[src/design/bbpc_ram.sv]
`default_nettype none
module bbpc_ram #(
  parameter int WIDTH = 8,
  parameter int DEPTH = 16,
  localparam int AW = $clog2(DEPTH)
) (
  input  logic             clk,
  input  logic             wr_en,
  input  logic [AW-1:0]    wr_addr,
  input  logic [WIDTH-1:0] wr_data,
  input  logic             rd_en,
  input  logic [AW-1:0]    rd_addr,
  output logic [WIDTH-1:0] rd_data
);

  logic [WIDTH-1:0] mem [DEPTH];

  always_ff @(posedge clk) begin
    if (wr_en) begin
      mem[wr_addr] <= wr_data;
    end
    if (rd_en) begin
      rd_data <= mem[rd_addr];
    end
  end

endmodule
`default_nettype wire

[config.mk]
export PLATFORM = sky130hd
export DESIGN_NAME = bbpc_ram
export DESIGN_NICKNAME = d
export VERILOG_FILES = /design/src/design/bbpc_ram.sv
export SDC_FILE = /design/constraint.sdc
export NUM_CORES = 1
export LEC_CHECK = 0
export BUFFER_PORTS_ARGS = -buffer_cell sky130_fd_sc_hd__buf_2
export CORE_MARGIN = 5
export CORE_UTILIZATION = 25
export CTS_BUF_LIST = sky130_fd_sc_hd__clkbuf_8 sky130_fd_sc_hd__clkbuf_16
export CTS_CLUSTER_DIAMETER = 80
export DETAILED_ROUTE_END_ITERATION = 16
export GPL_ROUTABILITY_DRIVEN = 0
export SLEW_MARGIN = 20
export SYNTH_ARGS = -nofsm -noshare
export SYNTH_HDL_FRONTEND = slang
export SYNTH_SLANG_ARGS = --single-unit
[constraint.sdc]
create_clock -name clk -period 2 [get_ports clk]
set_input_delay 0.3 -clock clk [delete_from_list [all_inputs] [get_ports clk]]
set_output_delay 0.3 -clock clk [all_outputs]
set_load 0.01 [all_outputs]
## Word level (Yosys, flattened, before mapping)

Memories as Yosys holds them, arrays and structs flattened. A register that Yosys moved wholly into a read port is not among the register bits.
Cells that the tools add are included.

- $add $sub $neg: 0
- Multipliers: 0
- Muxes and demuxes: 2
- Equal/unequal tests: 0
- Shifts and indexed selects: 0
- Bitwise operators: 0
- Reductions and logical operators: 0
- Div/mod/pow operators: 0
- $lt $le $gt $ge: 0

Operator list:

| kind | count |
|---|---|
| $mux W1 | 2 |

- Memories kept: 1
- ROM bits: 0
- Bits of input ports: 19
- RAM bits: 128
- Register bits: 0
- Output and inout bits: 8
- Word-level logic and storage cells: 3
- Bits in latches: 0

Memories:

| name | words | width | read ports | clocked after memory_dff | write ports | line | source |
|---|---|---|---|---|---|---|---|
| mem | 16 | 8 | 1 | 1 | 1 | 16 | `logic [WIDTH-1:0] mem [DEPTH];` |

## Depth between registers and ports, before layout

Gate-level depths: netlist of the first run.

- Depth in word-level cells: 2
- Depth in mapped cells: 5
- Depth with buffers taken out: 3

## Worst setup path before layout of the first run

Ideal clock, no wire load.

- Kind: input -> register
- Start: input port wr_addr[2]
- End: memory mem[0][0], enable pin
- Stages on the path: 2
- Arrival time: 1.410 ns
- Library setup time: 0.383 ns
- Data required time: 1.617 ns
- Setup slack: 0.207 ns
- Path buffers: 0
- Path through: or3b_2 -> nor3_1

RTL lines:

| item | line | source |
|---|---|---|
| start: declaration | 9 | `input logic [AW-1:0] wr_addr,` |
| end: declaration | 16 |  |

Straight into the memory's write port.

==> results of run 1 <==
[cell families after synthesis]
group	after synthesis
mux	32
compound gates	16
flops	136
buf+inv	10
simple gates	35
[registers in the layout, indices dropped and copies added (netlist names)]
| register | cells |
|---|---|
| rd_data | 8 |
| mem | 128 |
[where the power goes]
part	internal [mW]	switching, mW	total [mW]	leakage, nW
Sequential	3.21	0.0180	3.23	1.24
Combinational	0.131	0.182	0.313	0.603
Clock	1.93	1.15	3.08	0.279
Total	5.28	1.35	6.63	2.12
[worst register-to-register path: stages (launching register included)]
cell	delay, ns
sky130_fd_sc_hd__edfxtp_1	0.37
sky130_fd_sc_hd__mux4_1	0.56
sky130_fd_sc_hd__a22oi_1	0.24
sky130_fd_sc_hd__nand2_1	0.13
[final timing paths]
path / startpoint / end / depth (start not counted)
worst max register to register: mem[5][3]$_DFFE_PP_ / rd_data[3]$_DFFE_PP_ / 3
worst min-delay path: wr_data[0] / mem[4][0]$_DFFE_PP_ / 1
worst min register to register: mem[14][2]$_DFFE_PP_ / rd_data[2]$_DFFE_PP_ / 3
worst max-delay path: mem[5][3]$_DFFE_PP_ / rd_data[3]$_DFFE_PP_ / 3
[area by class of cell]
cell class	count	area share
Clock buffer	17	0.06643
Multi-Input combinational cell	83	0.1651
Clock inverter	14	0.02501
Tap cell	275	0.05373
Timing Repair Buffer	48	0.05197
Sequential cell	136	0.6377
[synthesized netlist by cell type, drive strengths merged, types with 2 or more instances]
cell,instances
mux4,32
nor2,13
nor3,4
nand2b,2
nand3b,2
edfxtp,136
a22oi,16
nand2,9
buf,7
clkdlybuf4s25,3
[metal layers]
layer	wire length, um	part of all wire	vias to the layer above
met4	204	0.018	0
met3	573	0.051	20
met1	5338	0.48	1340
li1	-	-	1098
met2	5028	0.45	83
met5	0	0	-
[stage by stage]
| stage | power (mW) | setup slack, ns | util |
|---|---|---|---|
| floorplan | 3.452 | 0.2071 | - |
| global placement | 3.597 | 0.06624 | 0.2794 |
| detailed placement | 3.610 | 0.03944 | 0.2794 |
| CTS | 6.678 | 0.4018 | 0.3075 |
| global route | 6.837 | 0.3705 | 0.3075 |
| finish | 6.627 | 0.4300 | 0.3075 |
==> flow_summary.html, run 1 <==
<table>
<tr><th>Metric</th><th>Value</th></tr>
<tr><th colspan="2">Synthesis</th></tr>
<tr><td>Synth Flop Type</td><td>sky130_fd_sc_hd__edfxtp_1</td></tr>
<tr><td>Post-synthesis adder-cell area fraction</td><td>0</td></tr>
<tr><td>Synthesized netlist net count</td><td>248</td></tr>
<tr><td>Cell count after synthesis</td><td>229</td></tr>
<tr><td>Top post-synthesis cells by area</td><td>sky130_fd_sc_hd__edfxtp_1 78%, sky130_fd_sc_hd__mux4_2 7.8%, sky130_fd_sc_hd__mux4_1 7.0%</td></tr>
<tr><td>Mux cell area share after synthesis</td><td>0.1479</td></tr>
<tr><td>Dominant cell type by area after synthesis</td><td>sky130_fd_sc_hd__edfxtp_1</td></tr>
<tr><td>Post-synthesis xor/xnor area fraction</td><td>0</td></tr>
<tr><td>Fraction of registers with async set or reset after synthesis</td><td>0</td></tr>
<tr><td>Post-synth top area share</td><td>0.7812</td></tr>
<tr><td>Seq/Total Area, Yosys</td><td>0.7812</td></tr>
<tr><td>Post-synthesis share of cell area spent on and, or, nand and nor gates</td><td>0.03135</td></tr>
<tr><td>EDFF count, synth</td><td>about 140</td></tr>
<tr><td>Complex-gate fraction of the synthesized area</td><td>0.02298</td></tr>
<tr><td>#FFs+latches synth</td><td>around 140</td></tr>
<tr><td>Number of unique standard cell types used by synthesis</td><td>18</td></tr>
<tr><td>Total of warnings raised by yosys</td><td>0</td></tr>
<tr><td>Post-synth design cell area</td><td>5228 um^2</td></tr>
<tr><td>Combinational family with the most area after synthesis</td><td>multiplexers</td></tr>
<tr><td>Syn Area/Cell</td><td>22.83 um^2</td></tr>
<tr><th colspan="2">GRT</th></tr>
<tr><td>Global Route met3 Usage</td><td>0.02994</td></tr>
<tr><td>Antenna violations before repair</td><td>0</td></tr>
<tr><td>Met2 GRT Util</td><td>0.1433</td></tr>
<tr><td>Largest net degree at the start of global routing</td><td>25</td></tr>
<tr><td>First-pass GRT wire length</td><td>16960 um</td></tr>
<tr><td>Total global routing track utilization</td><td>0.09838</td></tr>
<tr><td>Aggregate global routing overflow</td><td>0</td></tr>
<tr><td>M1 GR Usage</td><td>0.1377</td></tr>
<tr><td>Number of global-route vias before repair</td><td>2679</td></tr>
<tr><td>Layer carrying the most global-route usage</td><td>met2</td></tr>
<tr><th colspan="2">Placement</th></tr>
<tr><td>Post-DP HPWL</td><td>7233 um</td></tr>
<tr><td>Port Buffer Count</td><td>26</td></tr>
<tr><td>Number of placed cells counting well taps</td><td>542</td></tr>
<tr><td>Area after detailed placement</td><td>between 5000 and 6000 um^2</td></tr>
<tr><th colspan="2">Setup path</th></tr>
<tr><td>Cells along the critical path</td><td>mux4_1 -&gt; a22oi_1 -&gt; nand2_1</td></tr>
<tr><td>Startpoint kind of the worst setup timing path</td><td>flop</td></tr>
<tr><td>Critical-path top delay cell</td><td>sky130_fd_sc_hd__mux4_1</td></tr>
<tr><td>Critical path's top delay family</td><td>multiplexers</td></tr>
<tr><td>Kind of end point of the critical path</td><td>flop</td></tr>
<tr><td>Worst endpoint data arrival time</td><td>1.72 ns</td></tr>
<tr><td>Worst path required time</td><td>2.15 ns</td></tr>
<tr><td>Max incr delay on CP</td><td>about 0.56 ns</td></tr>
<tr><td>Reg2Reg Setup Slack</td><td>0.43 ns</td></tr>
<tr><td>Type of the setup path with the least slack</td><td>flop to flop</td></tr>
<tr><td>Critical path buffer and inverter count</td><td>0</td></tr>
<tr><td>Critical-path maximum fanout</td><td>1</td></tr>
<tr><th colspan="2">Floorplan</th></tr>
<tr><td>Initial standard-cell utilization of the core</td><td>0.2511</td></tr>
<tr><td>Die Ht</td><td>154.6 um</td></tr>
<tr><td>Core Rows</td><td>53</td></tr>
<tr><td>Area of the die</td><td>23900 um^2</td></tr>
<tr><td>Count of pins on the block boundary</td><td>27</td></tr>
<tr><td>Core area</td><td>~21000 um^2</td></tr>
<tr><td>Horizontal die dimension</td><td>154.6 um</td></tr>
<tr><th colspan="2">Clocking</th></tr>
<tr><td>Clock transition time at the flip-flop clock pins of the worst setup and hold paths</td><td>0.06 ns</td></tr>
<tr><td>Sink count of the clock tree</td><td>136</td></tr>
<tr><td>Worst skew pair latency</td><td>0.42 ns</td></tr>
<tr><td>Number of gates resized after CTS</td><td>0</td></tr>
<tr><td>Master cell of the clock root buffer</td><td>sky130_fd_sc_hd__clkbuf_16</td></tr>
<tr><td>TritonCTS clock tree</td><td>yes</td></tr>
<tr><td>Total clock buffers created by CTS</td><td>17</td></tr>
<tr><td>Number of setup buffers added after CTS</td><td>0</td></tr>
<tr><td>Max H-tree Level</td><td>4</td></tr>
<tr><td>Clock Tree Buf Depth</td><td>2</td></tr>
<tr><td>Hold-fix buffers at CTS</td><td>0</td></tr>
<tr><th colspan="2">Cells and area</th></tr>
<tr><td>Final Instance Count excl. Fillers</td><td>573</td></tr>
<tr><td>Fraction of layout cells with a size suffix above 1</td><td>0.3221</td></tr>
<tr><td>Net count, final</td><td>305</td></tr>
<tr><td>Synthesis-to-layout area growth</td><td>22.50%</td></tr>
<tr><td>Sequential Area</td><td>4084 um^2</td></tr>
<tr><td>Multi-input combinational cell area</td><td>1057 um^2</td></tr>
<tr><td>Most frequent cells in the layout</td><td>136 x sky130_fd_sc_hd__edfxtp_1, 26 x sky130_fd_sc_hd__buf_2, 19 x sky130_fd_sc_hd__buf_4</td></tr>
<tr><td>Total inserted antenna cells</td><td>0</td></tr>
<tr><td>Most common cell after layout, fill and taps aside</td><td>sky130_fd_sc_hd__edfxtp_1</td></tr>
<tr><td>Final design instance area without fill</td><td>6404 um^2</td></tr>
<tr><td>Number of fillers in the final layout</td><td>2026</td></tr>
<tr><th colspan="2">Power</th></tr>
<tr><td>Leakage power</td><td>2.119 nW</td></tr>
<tr><td>Maximum VDD drop</td><td>0.0005943 V</td></tr>
<tr><td>Power per unit of standard cell area</td><td>1035 nW/um^2</td></tr>
<tr><th colspan="2">Status</th></tr>
<tr><td>Result of the run</td><td>complete, no violations</td></tr>
<tr><th colspan="2">STA</th></tr>
<tr><td>Slew at the pin closest to its max-slew limit</td><td>0.4080 ns</td></tr>
<tr><td>Total count of max-transition violations in the final report</td><td>0</td></tr>
<tr><td>Highest clock frequency the design can meet</td><td>between 600 and 700 MHz</td></tr>
<tr><td>Post-route worst hold slack</td><td>0.2617 ns</td></tr>
<tr><td>Post-route fraction of the period consumed by the critical path</td><td>0.7850</td></tr>
<tr><td>Total setup violations reported at the end of the flow</td><td>0</td></tr>
<tr><td>Setup repair after global routing missed its margin</td><td>no</td></tr>
<tr><td>Final Hold Viols</td><td>0</td></tr>
<tr><td>Worst slew margin</td><td>0.7280</td></tr>
<tr><td>Post-Route Setup TNS</td><td>0 ns</td></tr>
<tr><td>Minimum period implied by the final worst setup slack</td><td>1.570 ns</td></tr>
<tr><td>Clock tree skew after final layout</td><td>approximately 0.0094 ns</td></tr>
<tr><th colspan="2">Route</th></tr>
<tr><td>DRC violation total after the first TritonRoute iteration</td><td>204</td></tr>
<tr><td>Post-Route WL</td><td>11140 um</td></tr>
<tr><td>Vias per cell</td><td>4.435</td></tr>
<tr><td>Remaining design rule violation count</td><td>0</td></tr>
<tr><td>Number of antenna-violating nets in the routed design</td><td>0</td></tr>
<tr><td>Drt pass-1 iters</td><td>4</td></tr>
<tr><td>Final routed wire length divided by cell count</td><td>between 15 and 20 um</td></tr>
<tr><td>Total number of vias</td><td>2541</td></tr>
<tr><th colspan="2">Min path</th></tr>
<tr><td>Type of the most critical hold path</td><td>input pin to flop</td></tr>
<tr><th colspan="2">Run</th></tr>
<tr><td>Max cap viols</td><td>0</td></tr>
</table>
(Power assumes the default switching activity.)
==> run 2, diff against run 1 <==
Settings changed: ABC_AREA set to 1.
Clock period 2 ns to 1.5 ns, I/O delays scaled along.
==> flow_summary.html, run 2 <==
<table>
<tr><th>Metric</th><th>Value</th></tr>
<tr><th colspan="2">Synthesis</th></tr>
<tr><td>#FFs+latches synth</td><td>136 (unchanged)</td></tr>
<tr><td>Syn Area/Cell</td><td>10.61 um^2 (was 22.83 um^2)</td></tr>
<tr><td>Synth Flop Type</td><td>sky130_fd_sc_hd__edfxtp_1 (unchanged)</td></tr>
<tr><td>Post-synthesis xor/xnor area fraction</td><td>0 (unchanged)</td></tr>
<tr><td>Post-synthesis adder-cell area fraction</td><td>0 (unchanged)</td></tr>
<tr><td>Complex-gate fraction of the synthesized area</td><td>0 (was 0.02298)</td></tr>
<tr><td>Leading post-synthesis cells by instance count</td><td>173 x sky130_fd_sc_hd__nand2_1, 136 x sky130_fd_sc_hd__edfxtp_1, 100 x sky130_fd_sc_hd__inv_1 (was 136 x sky130_fd_sc_hd__edfxtp_1, 18 x sky130_fd_sc_hd__mux4_2, 16 x sky130_fd_sc_hd__a22oi_1)</td></tr>
<tr><td>EDFF count, synth</td><td>136 (unchanged)</td></tr>
<tr><td>Fraction of registers with async set or reset after synthesis</td><td>0 (unchanged)</td></tr>
<tr><td>Most used standard cell by instance count after synthesis</td><td>sky130_fd_sc_hd__nand2_1 (was sky130_fd_sc_hd__edfxtp_1)</td></tr>
<tr><td>Top post-synthesis cells by area</td><td>sky130_fd_sc_hd__edfxtp_1 70%, sky130_fd_sc_hd__nand2_1 11%, sky130_fd_sc_hd__nand3_1 8.3% (was sky130_fd_sc_hd__edfxtp_1 78%, sky130_fd_sc_hd__mux4_2 7.8%, sky130_fd_sc_hd__mux4_1 7.0%)</td></tr>
<tr><td>Mux cell area share after synthesis</td><td>0 (was 0.1479)</td></tr>
<tr><td>Post-synthesis share of cell area spent on and, or, nand and nor gates</td><td>0.2076 (was 0.03135)</td></tr>
<tr><td>Post-synth top area share</td><td>0.6985 (was 0.7812)</td></tr>
<tr><td>Seq/Total Area, Yosys</td><td>0.6985 (was 0.7812)</td></tr>
<tr><td>Cell count after synthesis</td><td>551 (was 229)</td></tr>
<tr><td>Number of unique standard cell types used by synthesis</td><td>11 (was 18)</td></tr>
<tr><td>Post-synth design cell area</td><td>5847 um^2 (was 5228 um^2)</td></tr>
<tr><td>Synthesized netlist net count</td><td>570 (was 248)</td></tr>
<tr><td>Dominant cell type by area after synthesis</td><td>sky130_fd_sc_hd__edfxtp_1 (unchanged)</td></tr>
<tr><td>Total of warnings raised by yosys</td><td>0 (unchanged)</td></tr>
<tr><td>Combinational family with the most area after synthesis</td><td>simple AND/OR/NAND/NOR gates (was multiplexers)</td></tr>
<tr><th colspan="2">Route</th></tr>
<tr><td>Remaining design rule violation count</td><td>0 (unchanged)</td></tr>
<tr><td>Post-Route WL</td><td>13990 um (was 11140 um)</td></tr>
<tr><td>Number of antenna-violating nets in the routed design</td><td>0 (unchanged)</td></tr>
<tr><td>Drt pass-1 iters</td><td>5 (was 4)</td></tr>
<tr><td>Final routed wire length divided by cell count</td><td>15.05 um (was 19.45 um)</td></tr>
<tr><td>Vias per cell</td><td>4.051 (was 4.435)</td></tr>
<tr><td>DRC violation total after the first TritonRoute iteration</td><td>266 (was 204)</td></tr>
<tr><td>Total number of vias</td><td>3763 (was 2541)</td></tr>
<tr><th colspan="2">Cells and area</th></tr>
<tr><td>Final design instance area without fill</td><td>7076 um^2 (was 6404 um^2)</td></tr>
<tr><td>Final Instance Count excl. Fillers</td><td>929 (was 573)</td></tr>
<tr><td>Registers with the highest flip-flop counts</td><td>mem (128), rd_data (8) (unchanged)</td></tr>
<tr><td>Net count, final</td><td>616 (was 305)</td></tr>
<tr><td>Register bank with the most flops</td><td>mem (unchanged)</td></tr>
<tr><td>Flip-flop count of the largest register after layout</td><td>128 (unchanged)</td></tr>
<tr><td>Number of fillers in the final layout</td><td>2485 (was 2026)</td></tr>
<tr><td>Most frequent cells in the layout</td><td>173 x sky130_fd_sc_hd__nand2_1, 136 x sky130_fd_sc_hd__edfxtp_1, 100 x sky130_fd_sc_hd__inv_1 (was 136 x sky130_fd_sc_hd__edfxtp_1, 26 x sky130_fd_sc_hd__buf_2, 19 x sky130_fd_sc_hd__buf_4)</td></tr>
<tr><td>Synthesis-to-layout area growth</td><td>21.01% (was 22.50%)</td></tr>
<tr><td>Fraction of layout cells with a size suffix above 1</td><td>0.1393 (was 0.3221)</td></tr>
<tr><td>Total inserted antenna cells</td><td>0 (unchanged)</td></tr>
<tr><td>Most common cell after layout, fill and taps aside</td><td>sky130_fd_sc_hd__nand2_1 (was sky130_fd_sc_hd__edfxtp_1)</td></tr>
<tr><th colspan="2">Clocking</th></tr>
<tr><td>Sink count of the clock tree</td><td>136 (unchanged)</td></tr>
<tr><td>Master cell of the clock root buffer</td><td>sky130_fd_sc_hd__clkbuf_16 (unchanged)</td></tr>
<tr><td>Worst skew pair latency</td><td>0.41 ns (was 0.42 ns)</td></tr>
<tr><td>Number of gates resized after CTS</td><td>0 (unchanged)</td></tr>
<tr><td>Max H-tree Level</td><td>4 (unchanged)</td></tr>
<tr><td>Total clock buffers created by CTS</td><td>17 (unchanged)</td></tr>
<tr><td>Clock transition time at the flip-flop clock pins of the worst setup and hold paths</td><td>0.06 ns (about the same)</td></tr>
<tr><td>Hold-fix buffers at CTS</td><td>0 (unchanged)</td></tr>
<tr><td>Number of setup buffers added after CTS</td><td>0 (unchanged)</td></tr>
<tr><td>TritonCTS clock tree</td><td>yes (unchanged)</td></tr>
<tr><td>Clock Tree Buf Depth</td><td>2 (unchanged)</td></tr>
<tr><th colspan="2">Setup path</th></tr>
<tr><td>Cells along the critical path</td><td>buf_2 (was mux4_1 -&gt; a22oi_1 -&gt; nand2_1)</td></tr>
<tr><td>Critical path's top delay family</td><td>flip-flops (was multiplexers)</td></tr>
<tr><td>Critical register-to-register path startpoint</td><td>mem[12][1]$_DFFE_PP_ (was mem[5][3]$_DFFE_PP_)</td></tr>
<tr><td>Reg2Reg Setup Slack</td><td>0.35 ns (was 0.43 ns)</td></tr>
<tr><td>Type of the setup path with the least slack</td><td>flop to primary output (was flop to flop)</td></tr>
<tr><td>Critical-path top delay cell</td><td>sky130_fd_sc_hd__edfxtp_1 (was sky130_fd_sc_hd__mux4_1)</td></tr>
<tr><td>Worst R2R End</td><td>rd_data[1]$_DFFE_PP_ (was rd_data[3]$_DFFE_PP_)</td></tr>
<tr><td>Worst endpoint data arrival time</td><td>1.04 ns (was 1.72 ns)</td></tr>
<tr><td>Worst path required time</td><td>1.27 ns (was 2.15 ns)</td></tr>
<tr><td>Startpoint kind of the worst setup timing path</td><td>flop (unchanged)</td></tr>
<tr><td>Max incr delay on CP</td><td>0.45 ns (was 0.56 ns)</td></tr>
<tr><td>Launching element of the worst setup path</td><td>rd_data[7]$_DFFE_PP_ (was mem[5][3]$_DFFE_PP_)</td></tr>
<tr><td>Critical-path maximum fanout</td><td>1 (unchanged)</td></tr>
<tr><td>Number of cells traversed by the worst register-to-register path</td><td>6 (was 3)</td></tr>
<tr><td>Critical path buffer and inverter count</td><td>1 (was 0)</td></tr>
<tr><td>Kind of end point of the critical path</td><td>primary output (was flop)</td></tr>
<tr><th colspan="2">Run</th></tr>
<tr><td>Max cap viols</td><td>0 (unchanged)</td></tr>
<tr><th colspan="2">Min path</th></tr>
<tr><td>Endpoint of the worst hold path</td><td>rd_data[1]$_DFFE_PP_ (was mem[4][0]$_DFFE_PP_)</td></tr>
<tr><td>Type of the most critical hold path</td><td>input pin to flop (unchanged)</td></tr>
<tr><td>Origin of the worst min-delay path</td><td>rd_en (was wr_data[0])</td></tr>
<tr><td>Hold Path Cell Cnt</td><td>1 (unchanged)</td></tr>
<tr><th colspan="2">Floorplan</th></tr>
<tr><td>Area of the die</td><td>26550 um^2 (was 23900 um^2)</td></tr>
<tr><td>Initial standard-cell utilization of the core</td><td>0.2513 (was 0.2511)</td></tr>
<tr><td>Count of pins on the block boundary</td><td>27 (unchanged)</td></tr>
<tr><td>Core Rows</td><td>56 (was 53)</td></tr>
<tr><td>Die Ht</td><td>162.9 um (was 154.6 um)</td></tr>
<tr><td>Horizontal die dimension</td><td>162.9 um (was 154.6 um)</td></tr>
<tr><td>Core area</td><td>23260 um^2 (was 20820 um^2)</td></tr>
<tr><th colspan="2">GRT</th></tr>
<tr><td>Aggregate global routing overflow</td><td>0 (unchanged)</td></tr>
<tr><td>First-pass GRT wire length</td><td>22500 um (was 16960 um)</td></tr>
<tr><td>Largest net degree at the start of global routing</td><td>44 (was 25)</td></tr>
<tr><td>Total global routing track utilization</td><td>0.1128 (was 0.09838)</td></tr>
<tr><td>Number of global-route vias before repair</td><td>3929 (was 2679)</td></tr>
<tr><td>Antenna violations before repair</td><td>0 (unchanged)</td></tr>
<tr><th colspan="2">STA</th></tr>
<tr><td>Minimum period implied by the final worst setup slack</td><td>1.267 ns</td></tr>
<tr><td>Post-Route Setup TNS</td><td>0 ns (unchanged)</td></tr>
<tr><td>Total setup violations reported at the end of the flow</td><td>0 (unchanged)</td></tr>
<tr><td>Total count of max-transition violations in the final report</td><td>0 (unchanged)</td></tr>
<tr><td>Post-route fraction of the period consumed by the critical path</td><td>0.8447</td></tr>
<tr><td>Slew at the pin closest to its max-slew limit</td><td>0.6039 ns (was 0.4080 ns)</td></tr>
<tr><td>Worst slew margin</td><td>0.5968 (was 0.7280)</td></tr>
<tr><td>Setup repair after global routing missed its margin</td><td>no (unchanged)</td></tr>
<tr><td>Clock tree skew after final layout</td><td>0.006655 ns (was 0.009384 ns)</td></tr>
<tr><td>Final Hold Viols</td><td>0 (unchanged)</td></tr>
<tr><td>Highest clock frequency the design can meet</td><td>between 700 and 800 MHz</td></tr>
<tr><th colspan="2">Status</th></tr>
<tr><td>Result of the run</td><td>complete, no violations (unchanged)</td></tr>
<tr><th colspan="2">Placement</th></tr>
<tr><td>Port Buffer Count</td><td>26 (unchanged)</td></tr>
<tr><td>Post-DP HPWL</td><td>8861 um (was 7233 um)</td></tr>
<tr><td>Number of placed cells counting well taps</td><td>897 (was 542)</td></tr>
<tr><td>Area after detailed placement</td><td>6447 um^2 (was 5818 um^2)</td></tr>
<tr><th colspan="2">Power</th></tr>
<tr><td>Net switching power figure</td><td>1.991 mW (was 1.349 mW)</td></tr>
<tr><td>Power per unit of standard cell area</td><td>1304 nW/um^2 (was 1035 nW/um^2)</td></tr>
<tr><td>Switching Share</td><td>0.2158 (was 0.2036)</td></tr>
<tr><td>Register share of total power</td><td>0.467 (was 0.487)</td></tr>
<tr><td>Internal power</td><td>7.235 mW (was 5.278 mW)</td></tr>
<tr><td>Leakage power</td><td>2.981 nW (was 2.119 nW)</td></tr>
<tr><td>Comb pwr share</td><td>0.059 (was 0.047)</td></tr>
<tr><td>Clock share of power</td><td>0.474 (was 0.465)</td></tr>
<tr><td>Maximum VDD drop</td><td>0.0008766 V (was 0.0005943 V)</td></tr>
</table>
## run 2: cell types whose count changed after synthesis, moves of 2 or more
cell / before / now
sky130_fd_sc_hd__mux4_2: 18 / 0
sky130_fd_sc_hd__nor2_1: 13 / 17
sky130_fd_sc_hd__clkdlybuf4s25_2: 3 / 0
sky130_fd_sc_hd__inv_1: 0 / 100
sky130_fd_sc_hd__nor3_1: 4 / 0
sky130_fd_sc_hd__a22oi_1: 16 / 0
sky130_fd_sc_hd__buf_4: 1 / 4
sky130_fd_sc_hd__nand2b_1: 2 / 0
sky130_fd_sc_hd__buf_6: 3 / 6
sky130_fd_sc_hd__buf_2: 3 / 13
sky130_fd_sc_hd__mux4_1: 14 / 0
sky130_fd_sc_hd__nand2_1: 9 / 173
sky130_fd_sc_hd__inv_2: 0 / 2
sky130_fd_sc_hd__nand3_1: 1 / 97
## run 2: power groups by stage
stage	logic (mW)	registers [mW]	clock network, mW
floorplan	0.300	4.39	0
global placement	0.544	4.39	0
detailed placement	0.548	4.39	0
CTS	0.552	4.31	4.45
global route	0.616	4.32	4.63
finish	0.544	4.31	4.37
## run 2: worst max path at each step
| stage | endpoint | cells after the start | slack, ns |
|---|---|---|---|
| floorplan | mem[10][0]$_DFFE_PP_ | 2 | 0.32 |
| global placement | rd_data[0]$_DFFE_PP_ | 6 | 0.05 |
| CTS | rd_data[7] | 1 | 0.20 |
| global route | rd_data[7] | 1 | 0.20 |
| finish | rd_data[7] | 1 | 0.23 |
| detailed placement | rd_data[0]$_DFFE_PP_ | 6 | 0.02 |
## run 2: per-stage QoR
| step | utilization | worst slack (ns) | hold WS, ns | total power [mW] |
|---|---|---|---|---|
| after floorplan | - | 0.3242 | 0.3239 | 4.689 |
| after global placement | 0.2772 | 0.05011 | 0.6037 | 4.935 |
| after detailed placement | 0.2772 | 0.01791 | 0.6110 | 4.940 |
| after CTS | 0.3042 | 0.2029 | 0.1698 | 9.316 |
| after global routing | 0.3042 | 0.2043 | 0.1717 | 9.566 |
| final | 0.3042 | 0.2329 | 0.1833 | 9.226 |
## run 2: layer usage
layer  track usage  share of wire
met2        0.1774           0.46
met3       0.03189          0.060
met5             0              0
met1        0.1534           0.46
met4       0.03126          0.013
## run 2: layout make-up
class | instances | area (um^2) | area share
clock buffers | 17 | 425.4 | 0.06012
clock inverters | 15 | 202.7 | 0.02865
inverters | 102 | 382.9 | 0.05411
multi-input cells | 289 | 1214 | 0.1715
flip-flops and latches | 136 | 4084 | 0.5772
well taps | 319 | 399.1 | 0.05641
repair buffers | 51 | 367.9 | 0.05199
## run 2: kinds of logic (layout without fill, tap and decap cells)
| family | count (synthesis) | in the layout |
|---|---|---|
| buffers and inverters | 126 | 185 |
| flip-flops | 136 | 136 |
| AND/OR/NAND/NOR | 289 | 289 |
## run 2: worst register-to-register path, delay by kind of cell, from the launching register on
family / cells / cell delay, ns
and+or+nand+nor: 6 / 0.55
DFF: 1 / 0.36
